File: config.mk
export PLATFORM = sky130hd
export DESIGN_NAME = bvm_front
export DESIGN_NICKNAME = d
export VERILOG_FILES = /design/src/hw/rtl/bvm_pkg.sv /design/src/hw/rtl/bvm_front.sv
export SDC_FILE = /design/constraint.sdc
export NUM_CORES = 1
export LEC_CHECK = 0
export BUFFER_PORTS_ARGS = -buffer_cell sky130_fd_sc_hd__buf_4
export CELL_PAD_IN_SITES_DETAIL_PLACEMENT = 1
export CELL_PAD_IN_SITES_GLOBAL_PLACEMENT = 2
export CORE_UTILIZATION = 32
export DETAILED_ROUTE_END_ITERATION = 7
export GPL_TIMING_DRIVEN = 0
export PLACE_DENSITY = 0.76
export SLEW_MARGIN = 20
export SYNTH_ARGS = -nofsm -noshare
export SYNTH_HDL_FRONTEND = slang
export SYNTH_SLANG_ARGS = --single-unit
File: constraint.sdc
create_clock -name i_clk -period 1.5 [get_ports i_clk]
set_input_delay 0.225 -clock i_clk [delete_from_list [all_inputs] [get_ports i_clk]]
set_output_delay 0.225 -clock i_clk [all_outputs]
set_load 0.005 [all_outputs]
File: src/hw/rtl/bvm_pkg.sv
`timescale 1ns / 1ps
// ----------------------------------------------------------------------------
// bvm_pkg
// Shared types and constants of the battery voltage monitor.
// ----------------------------------------------------------------------------
package bvm_pkg;

    localparam int ADC_W       = 12;
    localparam int GAIN_W      = 20;
    localparam int MV_W        = 15;
    localparam int PCT_W       = 7;
    localparam int SCALE_W     = 16;
    localparam int FILT_W      = 23;
    localparam int FX_W        = 27;
    localparam int PCT_DIFF_W  = 12;
    localparam int PCT_PROD_W  = 25;
    localparam int FILT_PROD_W = 55;
    localparam int APB_ADDR_W  = 4;
    localparam int APB_DATA_W  = 32;

    localparam int QUEUE_DEPTH = 2;

    // register indexes, taken from paddr[3:2]
    localparam logic [1:0] REG_MV_PER_COUNT = 2'd0;
    localparam logic [1:0] REG_LOW_THR      = 2'd1;
    localparam logic [1:0] REG_HIGH_THR     = 2'd2;

    localparam logic [GAIN_W-1:0] GAIN_RESET     = 20'd316880;
    localparam logic [MV_W-1:0]   LOW_THR_RESET  = 15'd11000;
    localparam logic [MV_W-1:0]   HIGH_THR_RESET = 15'd14400;

    localparam logic [MV_W-1:0] VMAX_MV      = 15'd24000;
    localparam logic [MV_W-1:0] PCT_EMPTY_MV = 15'd11000;
    localparam logic [MV_W-1:0] PCT_FULL_MV  = 15'd14400;
    localparam logic [PCT_W-1:0] PCT_MAX     = 7'd100;

    // floor(d / 34) for d < 4096: d * ceil(2^18 / 34) >> 18
    localparam logic [12:0] PCT_RECIP = 13'd7711;
    localparam int          PCT_SHIFT = 18;

    // floor(x / 10) for x < 2^27: x * ceil(2^31 / 10) >> 31
    localparam logic [27:0] FILT_RECIP = 28'd214748365;
    localparam int          FILT_SHIFT = 31;

    typedef enum logic [1:0] {
        LVL_LOW    = 2'd0,
        LVL_NORMAL = 2'd1,
        LVL_HIGH   = 2'd2
    } t_level;

    typedef struct packed {
        logic [ADC_W-1:0] sample;
        logic             first;
        logic             zero;
    } t_item;

    typedef struct packed {
        logic [GAIN_W-1:0] mv_per_count_q16;
        logic [MV_W-1:0]   low_threshold_mv;
        logic [MV_W-1:0]   high_threshold_mv;
    } t_cfg;

endpackage

File: src/hw/rtl/bvm_front.sv
`timescale 1ns / 1ps
// ----------------------------------------------------------------------------
// bvm_front
// Accepts sample words, tags the first one and failed conversions, and
// holds them in a two-entry queue for the back end.
// ----------------------------------------------------------------------------
module bvm_front import bvm_pkg::*; (
    input  logic             i_clk,
    input  logic             i_rst_n,
    input  logic             i_in_valid,
    output logic             o_in_stall,
    input  logic [ADC_W-1:0] i_adc_sample,
    output logic             o_q_valid,
    output t_item            o_q_item,
    input  logic             i_q_pop
);

    t_item      r_slot [QUEUE_DEPTH];
    logic       r_wr_sel, n_wr_sel;
    logic       r_rd_sel, n_rd_sel;
    logic [1:0] r_count,  n_count;
    logic       r_seen,   n_seen;
    logic       accept;
    t_item      n_item;

    assign o_in_stall = (r_count == 2'(QUEUE_DEPTH));
    assign accept     = i_in_valid && !o_in_stall;
    assign o_q_valid  = (r_count != 2'd0);
    assign o_q_item   = r_slot[r_rd_sel];

    always_comb begin
        n_item.sample = i_adc_sample;
        n_item.first  = !r_seen;
        n_item.zero   = (i_adc_sample == '0);

        n_wr_sel = accept  ? !r_wr_sel : r_wr_sel;
        n_rd_sel = i_q_pop ? !r_rd_sel : r_rd_sel;
        n_seen   = r_seen || accept;
        case ({accept, i_q_pop})
            2'b10: begin
                n_count = r_count + 2'd1;
            end
            2'b01: begin
                n_count = r_count - 2'd1;
            end
            default: begin
                n_count = r_count;
            end
        endcase
    end

    always_ff @(posedge i_clk) begin
        if (!i_rst_n) begin
            r_wr_sel <= 1'b0;
            r_rd_sel <= 1'b0;
            r_count  <= 2'd0;
            r_seen   <= 1'b0;
        end else begin
            r_wr_sel <= n_wr_sel;
            r_rd_sel <= n_rd_sel;
            r_count  <= n_count;
            r_seen   <= n_seen;
        end
    end

    always_ff @(posedge i_clk) begin
        if (accept) begin
            r_slot[r_wr_sel] <= n_item;
        end
    end

endmodule

# Yosys cells after proc, flatten, opt, wreduce, memory -nomap -nowiden
# Memory sizes are Yosys's and may differ from the RTL's. A register that Yosys moved wholly into a read port is not among the register bits.
# Index checks and enable logic that the tools add are counted.
word_totals:
  regBits: 5
  mem_bits_rw: 28
  in_bits: 16
  output_inout_bits: 16
  n_memories: 1
classes:
  add_sub_neg: 2
  eq_ne: 3
  mux: 5
  n_reduce_logical: 9
memory_table:
  columns: ["memory", "words", "word_bits", "read_ports", "rd_clocked_by_memory_dff", "write_ports", "line", "rtl"]
  rows:
  - ["r_slot", 2, 14, 1, 1, 1, "bvm_front.sv:18", "t_item r_slot [QUEUE_DEPTH];"]
ops:
  columns: ["operator", "count"]
  rows:
  - ["zero test 12 bit", 1]
  - ["== test 2 bit (second input constant)", 2]
  - ["zero test 1 bit", 4]
  - ["two-way mux 1 bit", 4]
  - ["one-hot mux 2 bit (2 select lines)", 1]
  - ["nonzero test 2 bit", 2]
  - ["adder 2 x 1 -> 2 bit (second input constant)", 1]
  - ["== test 2 x 1 -> 1 bit (second input constant)", 1]
  - ["subtractor 2 x 1 -> 2 bit (second input constant)", 1]
  - ["logical AND 1 bit", 1]
  - ["logical OR 1 bit", 1]

# Logic depth before layout (Yosys ltp)
# Gate-level depths: netlist (run 1).
depth:
  depth_word: 5
  ltp_mapped: 6

# Least setup slack after synthesis (run 1)
# OpenSTA, ideal clock, no wires.
synth_timing:
  path_kind: "reg-to-reg"
  startpoint: "register r_count[0]"
  endpoint: "memory r_slot[0][0] (netlist name) (enable)"
  t_arrival_ns: 1.168
  setup_slack_ns: -0.022
  path_stages_with_launch: 5
  path_buffers: 0
  period_less_slack_ns: 1.522
  path_cell_list: "dfxtp_1 nand2b_2 inv_2 or3_1 inv_1"
synth_via:
  elab_chain_len: 5
synth_rtl:
  columns: ["item", "line", "rtl"]
  rows:
  - ["start: declaration", "bvm_front.sv:21", "logic [1:0] r_count, n_count;"]
  - ["start signal: assignment", "bvm_front.sv:61", "r_count <= n_count;"]
  - ["== test 2 bit", "bvm_front.sv:26", "assign o_in_stall = (r_count == 2'(QUEUE_DEPTH));"]
  - ["named net o_in_stall", "bvm_front.sv:11", "output logic o_in_stall,"]
  - ["zero test 1 bit", "bvm_front.sv:27", "assign accept = i_in_valid && !o_in_stall;"]
  - ["logical AND 1 bit", "bvm_front.sv:27", null]
  - ["two-way mux 1 bit", "bvm_front.sv:67", "if (accept) begin"]
  - ["two-way mux 1 bit (not written as such)", "bvm_front.sv:68", "r_slot[r_wr_sel] <= n_item;"]
  - ["end: declaration", "bvm_front.sv:18", null]
# The timed path passes the listed nets, and every way through them passes these cells.

==> results of run 1 <==
==> cell families after synthesis <==
| kind of cell | synth area share, % |
|---|---|
| DFF | 75.1 |
| muxes | 12.3 |
| adders and majority gates | 0.977 |
| buffers and inverters | 1.86 |
| AOI/OAI and AO/OA | 1.95 |
| xor gates and xnor gates | 2.05 |
| and+or+nand+nor | 5.77 |
==> flip-flops by register name, indices dropped and copies added, names as in the netlist, named ones only <==
signal,flops
r_count,2
r_rd_sel,1
r_seen,1
r_slot,28
r_wr_sel,1
==> metrics by stage <==
stage                     util (%)  instances
final                         46.5        167
after global routing          46.5        167
after CTS                     45.4        165
after detailed placement      42.1        155
after global placement        42.1        155
after floorplan                  -         76
==> area by class of cell <==
cell class	count	share of cell area, %
Multi-Input combinational cell	36	18.0
Clock buffer	5	3.95
Sequential cell	34	55.6
Timing Repair Buffer	35	15.8
Inverter	5	1.29
Buffer	1	1.15
Clock inverter	3	0.647
Tap cell	48	3.45
==> layer usage <==
layer	GRT usage, %	share of wire (%)	up-vias
met1	13.3	39	394
li1	-	-	364
met5	0	0	-
met4	8.97	2.5	0
met3	4.51	5.9	7
met2	21.4	53	22
==> worst paths after layout <==
path,cells past startpoint,endpoint,slack (ns),startpoint
max,3,o_q_item[1],0.02,register
min,1,r_slot[1][11],0.14,i_adc_sample[9]
max reg2reg,5,r_count[1],0.03,r_count[0]
min reg2reg,2,r_seen,0.48,r_seen
==> power by group through the flow <==
stage | Clock (mW) | Sequential (mW) | Combinational (mW)
after floorplan | 0 | 1.17 | 0.184
after global placement | 0 | 1.18 | 0.352
after detailed placement | 0 | 1.18 | 0.361
after CTS | 0.634 | 1.16 | 0.397
after global routing | 0.673 | 1.17 | 0.451
final | 0.616 | 1.16 | 0.416
==> what timing repair did <==
action | in CTS | in global routing
pin swaps | 0 | 0
endpoints found under the setup margin | 39 | 25
resized for setup | 7 | 4
buffers inserted | 2 | 2
==> cells in the final DEF (no fill, tap or decap), drive strengths merged, types with 2 or more instances in the layout <==
cell type / count
a21oi: 3
and3: 2
buf: 36
clkbuf: 5
clkinv: 3
dfxtp: 6
edfxtp: 28
inv: 4
mux2: 14
nor2: 3
nor4: 3
o21ai: 2
or3: 2
xnor2: 2
==> metrics.md, run 1 <==
| Metric | Value |
|---|---|
| Sequential share of power | 53.0% |
| H-tree Lvls | 2 |
| Post-DR wirelength/cell | 14.3 microns |
| CP startpoint kind | register |
| Crit-path max FO | 10 |
| Final ANT Viol Nets | 0 |
| Die Width | 65.2 microns |
| Core Region | 0.00374 sq mm |
| CTS tree | yes |
| Critical path's slowest cell | dfxtp_4 |
| Drt drc | 0 |
| GP Congestion | about 0.64 |
| Hold_ws | between 0.1 and 0.15 ns |
| Top cells by area, synth | edfxtp_1 (66%), mux2_2 (12%), dfxtp_1 (9.4%), nor4_1 (1.5%), xnor2_1 (1.4%) |
| Final Setup Violations | 0 |
| Sequential-to-total area share from yosys stat | 75.1% |
| Count leader, synth | edfxtp_1 |
| Total GRT Usage | 12.8% |
| Skew final | around 0.0015 ns |
| Layout cells sized above 1 | 53.8% |
| I/O pin count | 32 |
| Via density | 4.71 |
| Largest net degree at the start of global routing | 15 |
| Synth area leader | edfxtp_1 |
| Antenna cell count | 0 |
| Ys flop type | edfxtp_1 |
| Max-slew violations | 0 |
| Root buffer cell | clkbuf_8 |
| Crit-path leading delay family | flip-flops |
| Switching Fraction | 23.4% |
| Largest stage delay on the critical path | 0.36 ns |
| Internal Power | approximately 1.7 mW |
| Nature of the critical path endpoint | output port |
| Critical path arrival | 1.25 ns |
| Most instantiated cells after synthesis | edfxtp_1 (28), mux2_2 (14), dfxtp_1 (6) |
| Post-Place Cell Area | 0.00158 sq mm |
| Area of the mapped netlist | 0.00128 sq mm |
| Status | complete, no violations |
| Worst path bufs/invs | 2 |
| Initial antenna violation count | 0 |
| Synth top area share | about 66% |
| Slew headroom | 75.8% |
| Cts bufs inserted | 5 |
| Fmax | 0.677 GHz |
| Tot Pwr | roughly 2.2 mW |
| Sequential cell area | 968 sq um |
| CTS Sinks | 34 |
| Worst-Skew Late Latency | 0.28 ns |
| Final worst slack | 0.0237 ns |
| Final period util | 98.4% |
| Fillers | a little over 400 |
| Clk slew on worst S/H paths | 0.06 ns |
| Die height | 65.2 microns |
| Worst hold path class | input port to register |
| Row count | 22 |
| Vias in the first global route | 838 |
| Crit Path Class | register to output port |
| Max Cap Viol | 0 |
| Total grt overflow | 0 |
| Worst slew pin tran | 0.363 ns |
| Die Footprint | around 0.0043 sq mm |
| Pre-CTS setup slack | -0.0834 ns |
| Half-perimeter wire length after placement | 1610 microns |
| Async SR Flop Fraction | 0% |
| Layout net count | 135 |
| First-pass GRT wire length | 3820 microns |
| Final wirelength | 2390 microns |
| Yosys reg bits | 34 |
| Syn Nets | 93 |
| Synthesized area per cell | between 15 and 20 sq um |
| Setup TNS | 0 ns |
| Initial drt markers | 9 |
| Initial DRT Pass Iterations | 2 |
| Clock Tree Buf Depth | 2 |
| RSZ-0062 raised after global routing | true |
| EDFF count, synth | 28 |
| # port buffers | 31 |
| Mapped Cells | between 70 and 80 |
| Clk pwr share | 28.1% |
| Synth unique cells | 18 |
| Cell Chain, Critical Path | buf_12 -> mux2_2 -> buf_4 |
| Initial core utilization | 34.2% |
| Switching power | 0.513 mW |
| Fin. Hold Viols | 0 |
| Synth warn | 0 |
| Fin crit period | approximately 1.5 ns |
| Power per cell area | 1260 mW/mm^2 |
| Area Overhead vs Synth | 36.0% |
| Hold buffer count at CTS | 0 |
| Design Area, Final | 0.00174 sq mm |
| WP data required | 1.27 ns |
| Worst VDD drop | 0.625 mV |
| Comb power frac | 18.9% |
| P_leak | 0.666 nW |
| Area of the multi-input gates | approximately 310 sq um |
| DR vias | approximately 790 |
(Power assumes the default switching activity.)
==> inputs of run 2 (changes only) <==
Settings changed: CORE_UTILIZATION 32 to 35, PLACE_DENSITY 0.76 to 0.78.
Clock period 1.5 ns to 1.6 ns, I/O delays scaled along.
==> run 2 against run 1 <==
Net effect:
- hold slack worse by 0.044 ns
- largest cell class unchanged
- final cell count is 1.8% lower
- routed wire length is 1.9% lower
- sequential share of layout area is 2.0 points higher
==> metrics.md, run 2 (synthesis gave the netlist of run 1 again) <==
| Metric | Value |
|---|---|
| Layout cells sized above 1 | 51.7% |
| Worst slew pin tran | 0.646 ns |
| Drt drc | 0 |
| Clock Tree Buf Depth | 2 |
| Sequential share of power | 57.8% |
| Die Footprint | 0.00390 sq mm |
| Largest stage delay on the critical path | 0.37 ns |
| Cts bufs inserted | 5 |
| RSZ-0062 raised after global routing | true |
| Tot Pwr | 1.88 mW |
| Pre-CTS setup slack | -0.151 ns |
| Clk slew on worst S/H paths | ~0.1 ns |
| Fin cells | 164 |
| Crit Path Class | register to output port |
| Most frequent cells in the layout | buf_4 (34), edfxtp_1 (28), mux2_2 (14), clkbuf_4 (5), dfxtp_1 (4) |
| Die Width | between 60 and 70 microns |
| Cell Chain, Critical Path | buf_8 -> mux2_2 -> buf_4 |
| Root buffer cell | clkbuf_4 |
| Top Registers | r_slot x28, r_count x2 |
| Switching power | 0.444 mW |
| Final worst slack | approximately 0.034 ns |
| Max Cap Viol | 0 |
| Slew headroom | approximately 57% |
| Half-perimeter wire length after placement | 1650 microns |
| P_leak | 0.649 nW |
| Critical path's slowest cell | dfxtp_4 |
| Critical path arrival | 1.33 ns |
| Total GRT Usage | 14.0% |
| Core Region | 0.00342 sq mm |
| Clk pwr share | 22.5% |
| Initial DRT Pass Iterations | 2 |
| Internal Power | 1.44 mW |
| Final wirelength | 2340 microns |
| Fin. Hold Viols | 0 |
| Skew final | ~0.0064 ns |
| Largest net degree at the start of global routing | 15 |
| Design Area, Final | between 0.0015 and 0.002 sq mm |
| CTS tree | yes |
| Layout net count | about 140 |
| Hold buffer count at CTS | 0 |
| Initial drt markers | 10 |
| Nature of the critical path endpoint | output port |
| Final ANT Viol Nets | 0 |
| Total grt overflow | 0 |
| Post-DR wirelength/cell | 14.3 microns |
| Fmax | 0.639 GHz |
| Status | complete, no violations |
| Power per cell area | 1120 mW/mm^2 |
| I/O pin count | 32 |
| Comb power frac | 19.7% |
| Initial antenna violation count | 0 |
| Crit-path max FO | 10 |
| Antenna cell count | 0 |
| First-pass GRT wire length | 3840 microns |
| Fin crit period | 1.57 ns |
| Row count | 21 |
| CP startpoint kind | register |
| Max-slew violations | 0 |
| GP Congestion | between 0.6 and 0.7 |
| Dpl cells | 153 |
| WP data required | 1.36 ns |
| CTS Sinks | 34 |
| # port buffers | 31 |
| Vias in the first global route | 819 |
| Switching Fraction | a little under a quarter |
| Final period util | 97.9% |
| DR vias | 771 |
| Area Overhead vs Synth | 31.0% |
| Most common cell after layout, fill and taps aside | buf_4 |
| Final Setup Violations | 0 |
| H-tree Lvls | 2 |
| Via density | 4.70 |
| Max reg flops | 28 |
| Largest register by flop count | r_slot |
| Worst hold path class | input port to register |
| Die height | ~62 microns |
| Worst VDD drop | approximately 0.43 mV |
| Worst-Skew Late Latency | about 0.33 ns |
| Post-Place Cell Area | about 0.0016 sq mm |
| Initial core utilization | roughly 37% |
==> run 2: repair_timing <==
item,CTS,global route
buffers inserted,2,2
gates resized for setup,6,1
gates cloned,0,0
hold endpoints to repair,0,0
endpoints found under the setup margin,24,39
==> run 2: per-layer routing <==
layer  GRT usage, %  part of all wire [%]  vias to the layer above
met4           11.3                   3.2                        0
li1               -                     -                      366
met5              0                     0                        -
met2           22.4                    53                       22
met1           14.9                    39                      374
met3           4.74                   4.8                        9
==> run 2: final timing paths <==
path | start | endpoint | slack, ns | depth (start not counted)
worst max-delay path | register | o_q_item[12] | 0.03 | 3
worst max register to register | r_count[0] | r_count[1] | 0.09 | 5
worst min-delay path | i_adc_sample[8] | r_slot[0][10] | 0.09 | 1
worst min register to register | r_wr_sel | r_wr_sel | 0.50 | 2
==> run 2: critical path: cells and delay by family (launching register included) <==
| family | cells | cell delay, ns |
|---|---|---|
| flops | 1 | 0.37 |
| mux | 1 | 0.35 |
| buf+inv | 2 | 0.28 |
==> run 2: cell type report <==
class	count	area, sq um
buffer	1	15.0
clock buffer	7	45.0
fill	354	1740
inverter	5	22.5
multi-input combinational	36	295
sequential	34	966
tap	46	57.6
timing repair buffer	35	275
==> run 2: power groups by stage <==
stage	logic, mW	clock network [mW]	registers, mW
final	0.371	0.423	1.09
after global routing	0.405	0.472	1.10
after CTS	0.354	0.440	1.09
after detailed placement	0.333	0	1.11
after global placement	0.323	0	1.10
after floorplan	0.169	0	1.10
==> run 2: per-stage QoR <==
step	TNS, ns	utilization [%]	hold WS (ns)
final	0	49.1	0.0939
after floorplan	0	-	0.339
after global placement	-1.68	46.0	0.437
after global routing	-0.180	49.1	0.0725
after CTS	0	48.2	0.0823
after detailed placement	-2.11	46.0	0.442
==> inputs of run 3 (changes only) <==
Settings changed: BUFFER_PORTS_ARGS -buffer_cell sky130_fd_sc_hd__buf_4 to unset, CORE_UTILIZATION 35 to 42, DONT_BUFFER_PORTS set to 1.
==> run 3 against run 2 <==
Net effect:
- the run now ends with DRC left
- routed wire length is 9.2% lower
- design area down 8.1%
- sequential share of layout area increased by 4.9 points
- combinational power shrank 30%
- critical path type is now register to register
- final cell count decreased by 22%
- highest routed layer unchanged
- register-to-register slack hardly changed
==> metrics.md, run 3 (synthesis gave the netlist of run 1 again) <==
| Metric | Value |
|---|---|
| Worst Hold Depth | 2 |
| Crit-path max FO | 4 |
| Via density | approximately 5.4 |
| Die Footprint | 0.00327 sq mm |
| Vias in the first global route | 732 |
| Die Width | 57.2 microns |
| Fin crit period | 1.52 ns |
| Final ANT Viol Nets | 0 |
| R2R Setup Slk | between 0.08 and 0.09 ns |
| Core Region | around 0.0028 sq mm |
| Root buffer cell | clkbuf_4 |
| Worst R2R Start | r_count[0] |
| Failing checks | DRC |
| DR vias | 685 |
| Layout cells sized above 1 | 29.9% |
| Worst hold path class | input port to register |
| Initial drt markers | 13 |
| Nature of the critical path endpoint | register |
| DR WL met2 | 1040 microns |
| Max Cap Viol | 0 |
| Dpl cells | 107 |
| Cts bufs inserted | 5 |
| Fin cells | 128 |
| Initial DRT Pass Iterations | 6 |
| Worst VDD drop | 0.679 mV |
| Drt drc | 1 |
| Fmax | approximately 0.66 GHz |
| Clock Tree Buf Depth | 2 |
| Worst hold path endpoint | r_rd_sel |
| Initial core utilization | 45.2% |
| Critical path's slowest cell | dfxtp_2 |
| I/O pin count | 32 |
| Largest register by flop count | r_slot |
| Power per cell area | approximately 1200 mW/mm^2 |
| Fin. Hold Viols | 0 |
| Status | finished with violations |
| Worst slew pin tran | 0.671 ns |
| GP Congestion | 0.656 |
| Tot Pwr | ~1.9 mW |
| Antenna cell count | 0 |
| Row count | 19 |
| CTS Sinks | 34 |
| Cell Chain, Critical Path | nand2b_2 -> nand2_1 -> ha_1 -> or3_1 -> a21oi_1 |
| Critical path arrival | 1.77 ns |
| P_leak | 0.546 nW |
| Max reg flops | 28 |
| Final Setup Violations | 0 |
| Initial antenna violation count | 0 |
| Max-slew violations | 0 |
| Largest stage delay on the critical path | 0.37 ns |
| Die height | 57.2 microns |
| Worst-Skew Late Latency | ~0.32 ns |
| Crit Path Class | register to register |
| Fillers | 281 |
| Top Registers | r_slot x28, r_count x2 |
| Final wirelength | about 2100 microns |
| Reg2reg end | r_count[1] |
| H-tree Lvls | 2 |
| Clk slew on worst S/H paths | 0.10 ns |
| First-pass GRT wire length | 3440 microns |
| CTS tree | yes |
| Total GRT Usage | 14.7% |
| CP startpoint kind | register |
| Crit-path leading delay family | simple AND/OR/NAND/NOR gates |
| Total grt overflow | 0 |
| Most frequent cells in the layout | edfxtp_1 (28), mux2_2 (14), dlygate4sd3_1 (12), clkbuf_4 (5), dfxtp_1 (4) |
| DR WL met3 | 172 microns |
| WP depth | 5 |
| Reg2Reg Depth | 5 |
| # port buffers | 0 |
| Slew headroom | 55.3% |
| Post-DR wirelength/cell | 16.6 microns |
| Hold path startpoint | i_q_pop |
| Top layer in use | met4 |
| WP data required | 1.85 ns |
| Largest net degree at the start of global routing | 15 |
| Worst path bufs/invs | 0 |
| Most common cell after layout, fill and taps aside | edfxtp_1 |
| Layout net count | 113 |
| Skew final | just under 0.006 ns |
| Final period util | 94.8% |
| DRT met1 WL | 888 microns |
| Half-perimeter wire length after placement | 1320 microns |
| Area Overhead vs Synth | 20.3% |
==> run 3: how the worst max path moves through the flow <==
stage | startpoint | to | slack (ns)
2_1_floorplan | r_count[0] | r_slot[0][0] | 0.08
3_3_place_gp | r_count[0] | r_slot[0][7] | -0.12
3_5_place_dp | r_count[0] | r_slot[0][9] | -0.15
4_1_cts | r_count[0] | r_slot[0][8] | 0.008
5_1_grt | r_count[0] | r_count[1] | -0.009
6_report | r_count[0] | r_count[1] | 0.08
==> run 3: routing by layer <==
layer  track usage, %  vias to the layer above
li1                 -                      323
met2             22.7                       23
met1             17.7                      334
met4             5.23                        0
met3             7.71                        5
met5                0                        -
==> run 3: worst register-to-register path, delay by kind of cell, from the launching register on <==
kind / cells / cell delay [ns]
simple gates: 3 / 0.59
flops: 1 / 0.37
fa+ha+maj: 1 / 0.33
compound gates: 1 / 0.15
==> run 3: what timing repair did <==
item,in CTS,in global routing
buffers inserted,0,1
setup endpoints to repair,24,38
gates resized for setup,3,2
endpoints found under the hold margin,24,0
hold buffers,12,0
==> run 3: cell type report <==
| type | instances | area, sq um | share of cell area (%) |
|---|---|---|---|
| sequential | 34 | 963 | 62.6 |
| inverter | 5 | 22.5 | 1.46 |
| timing repair buffer | 13 | 140 | 9.10 |
| clock inverter | 1 | 3.75 | 0.244 |
| multi-input combinational | 36 | 295 | 19.2 |
| clock buffer | 7 | 65.1 | 4.22 |
| buffer | 1 | 11.3 | 0.731 |
| tap | 31 | 38.8 | 2.52 |
==> run 3: metrics by stage <==
step	utilization (%)	cell area [sq um]	setup TNS [ns]	hold slack, ns	setup WS, ns
finish	54.4	1540	0	0.0753	0.0826
CTS	53.6	1520	0	0.0623	0.00816
floorplan	-	1280	0	0.339	0.0777
global placement	46.6	1320	-1.65	0.339	-0.118
global route	54.4	1540	-0.00904	0.0978	-0.00904
detailed placement	46.6	1320	-2.03	0.339	-0.146
==> run 3: where the power goes <==
group | total [mW] | internal, mW | switching (mW)
Sequential | 1.09 | 1.06 | 0.0324
Combinational | 0.258 | 0.130 | 0.128
Clock | 0.513 | 0.252 | 0.261
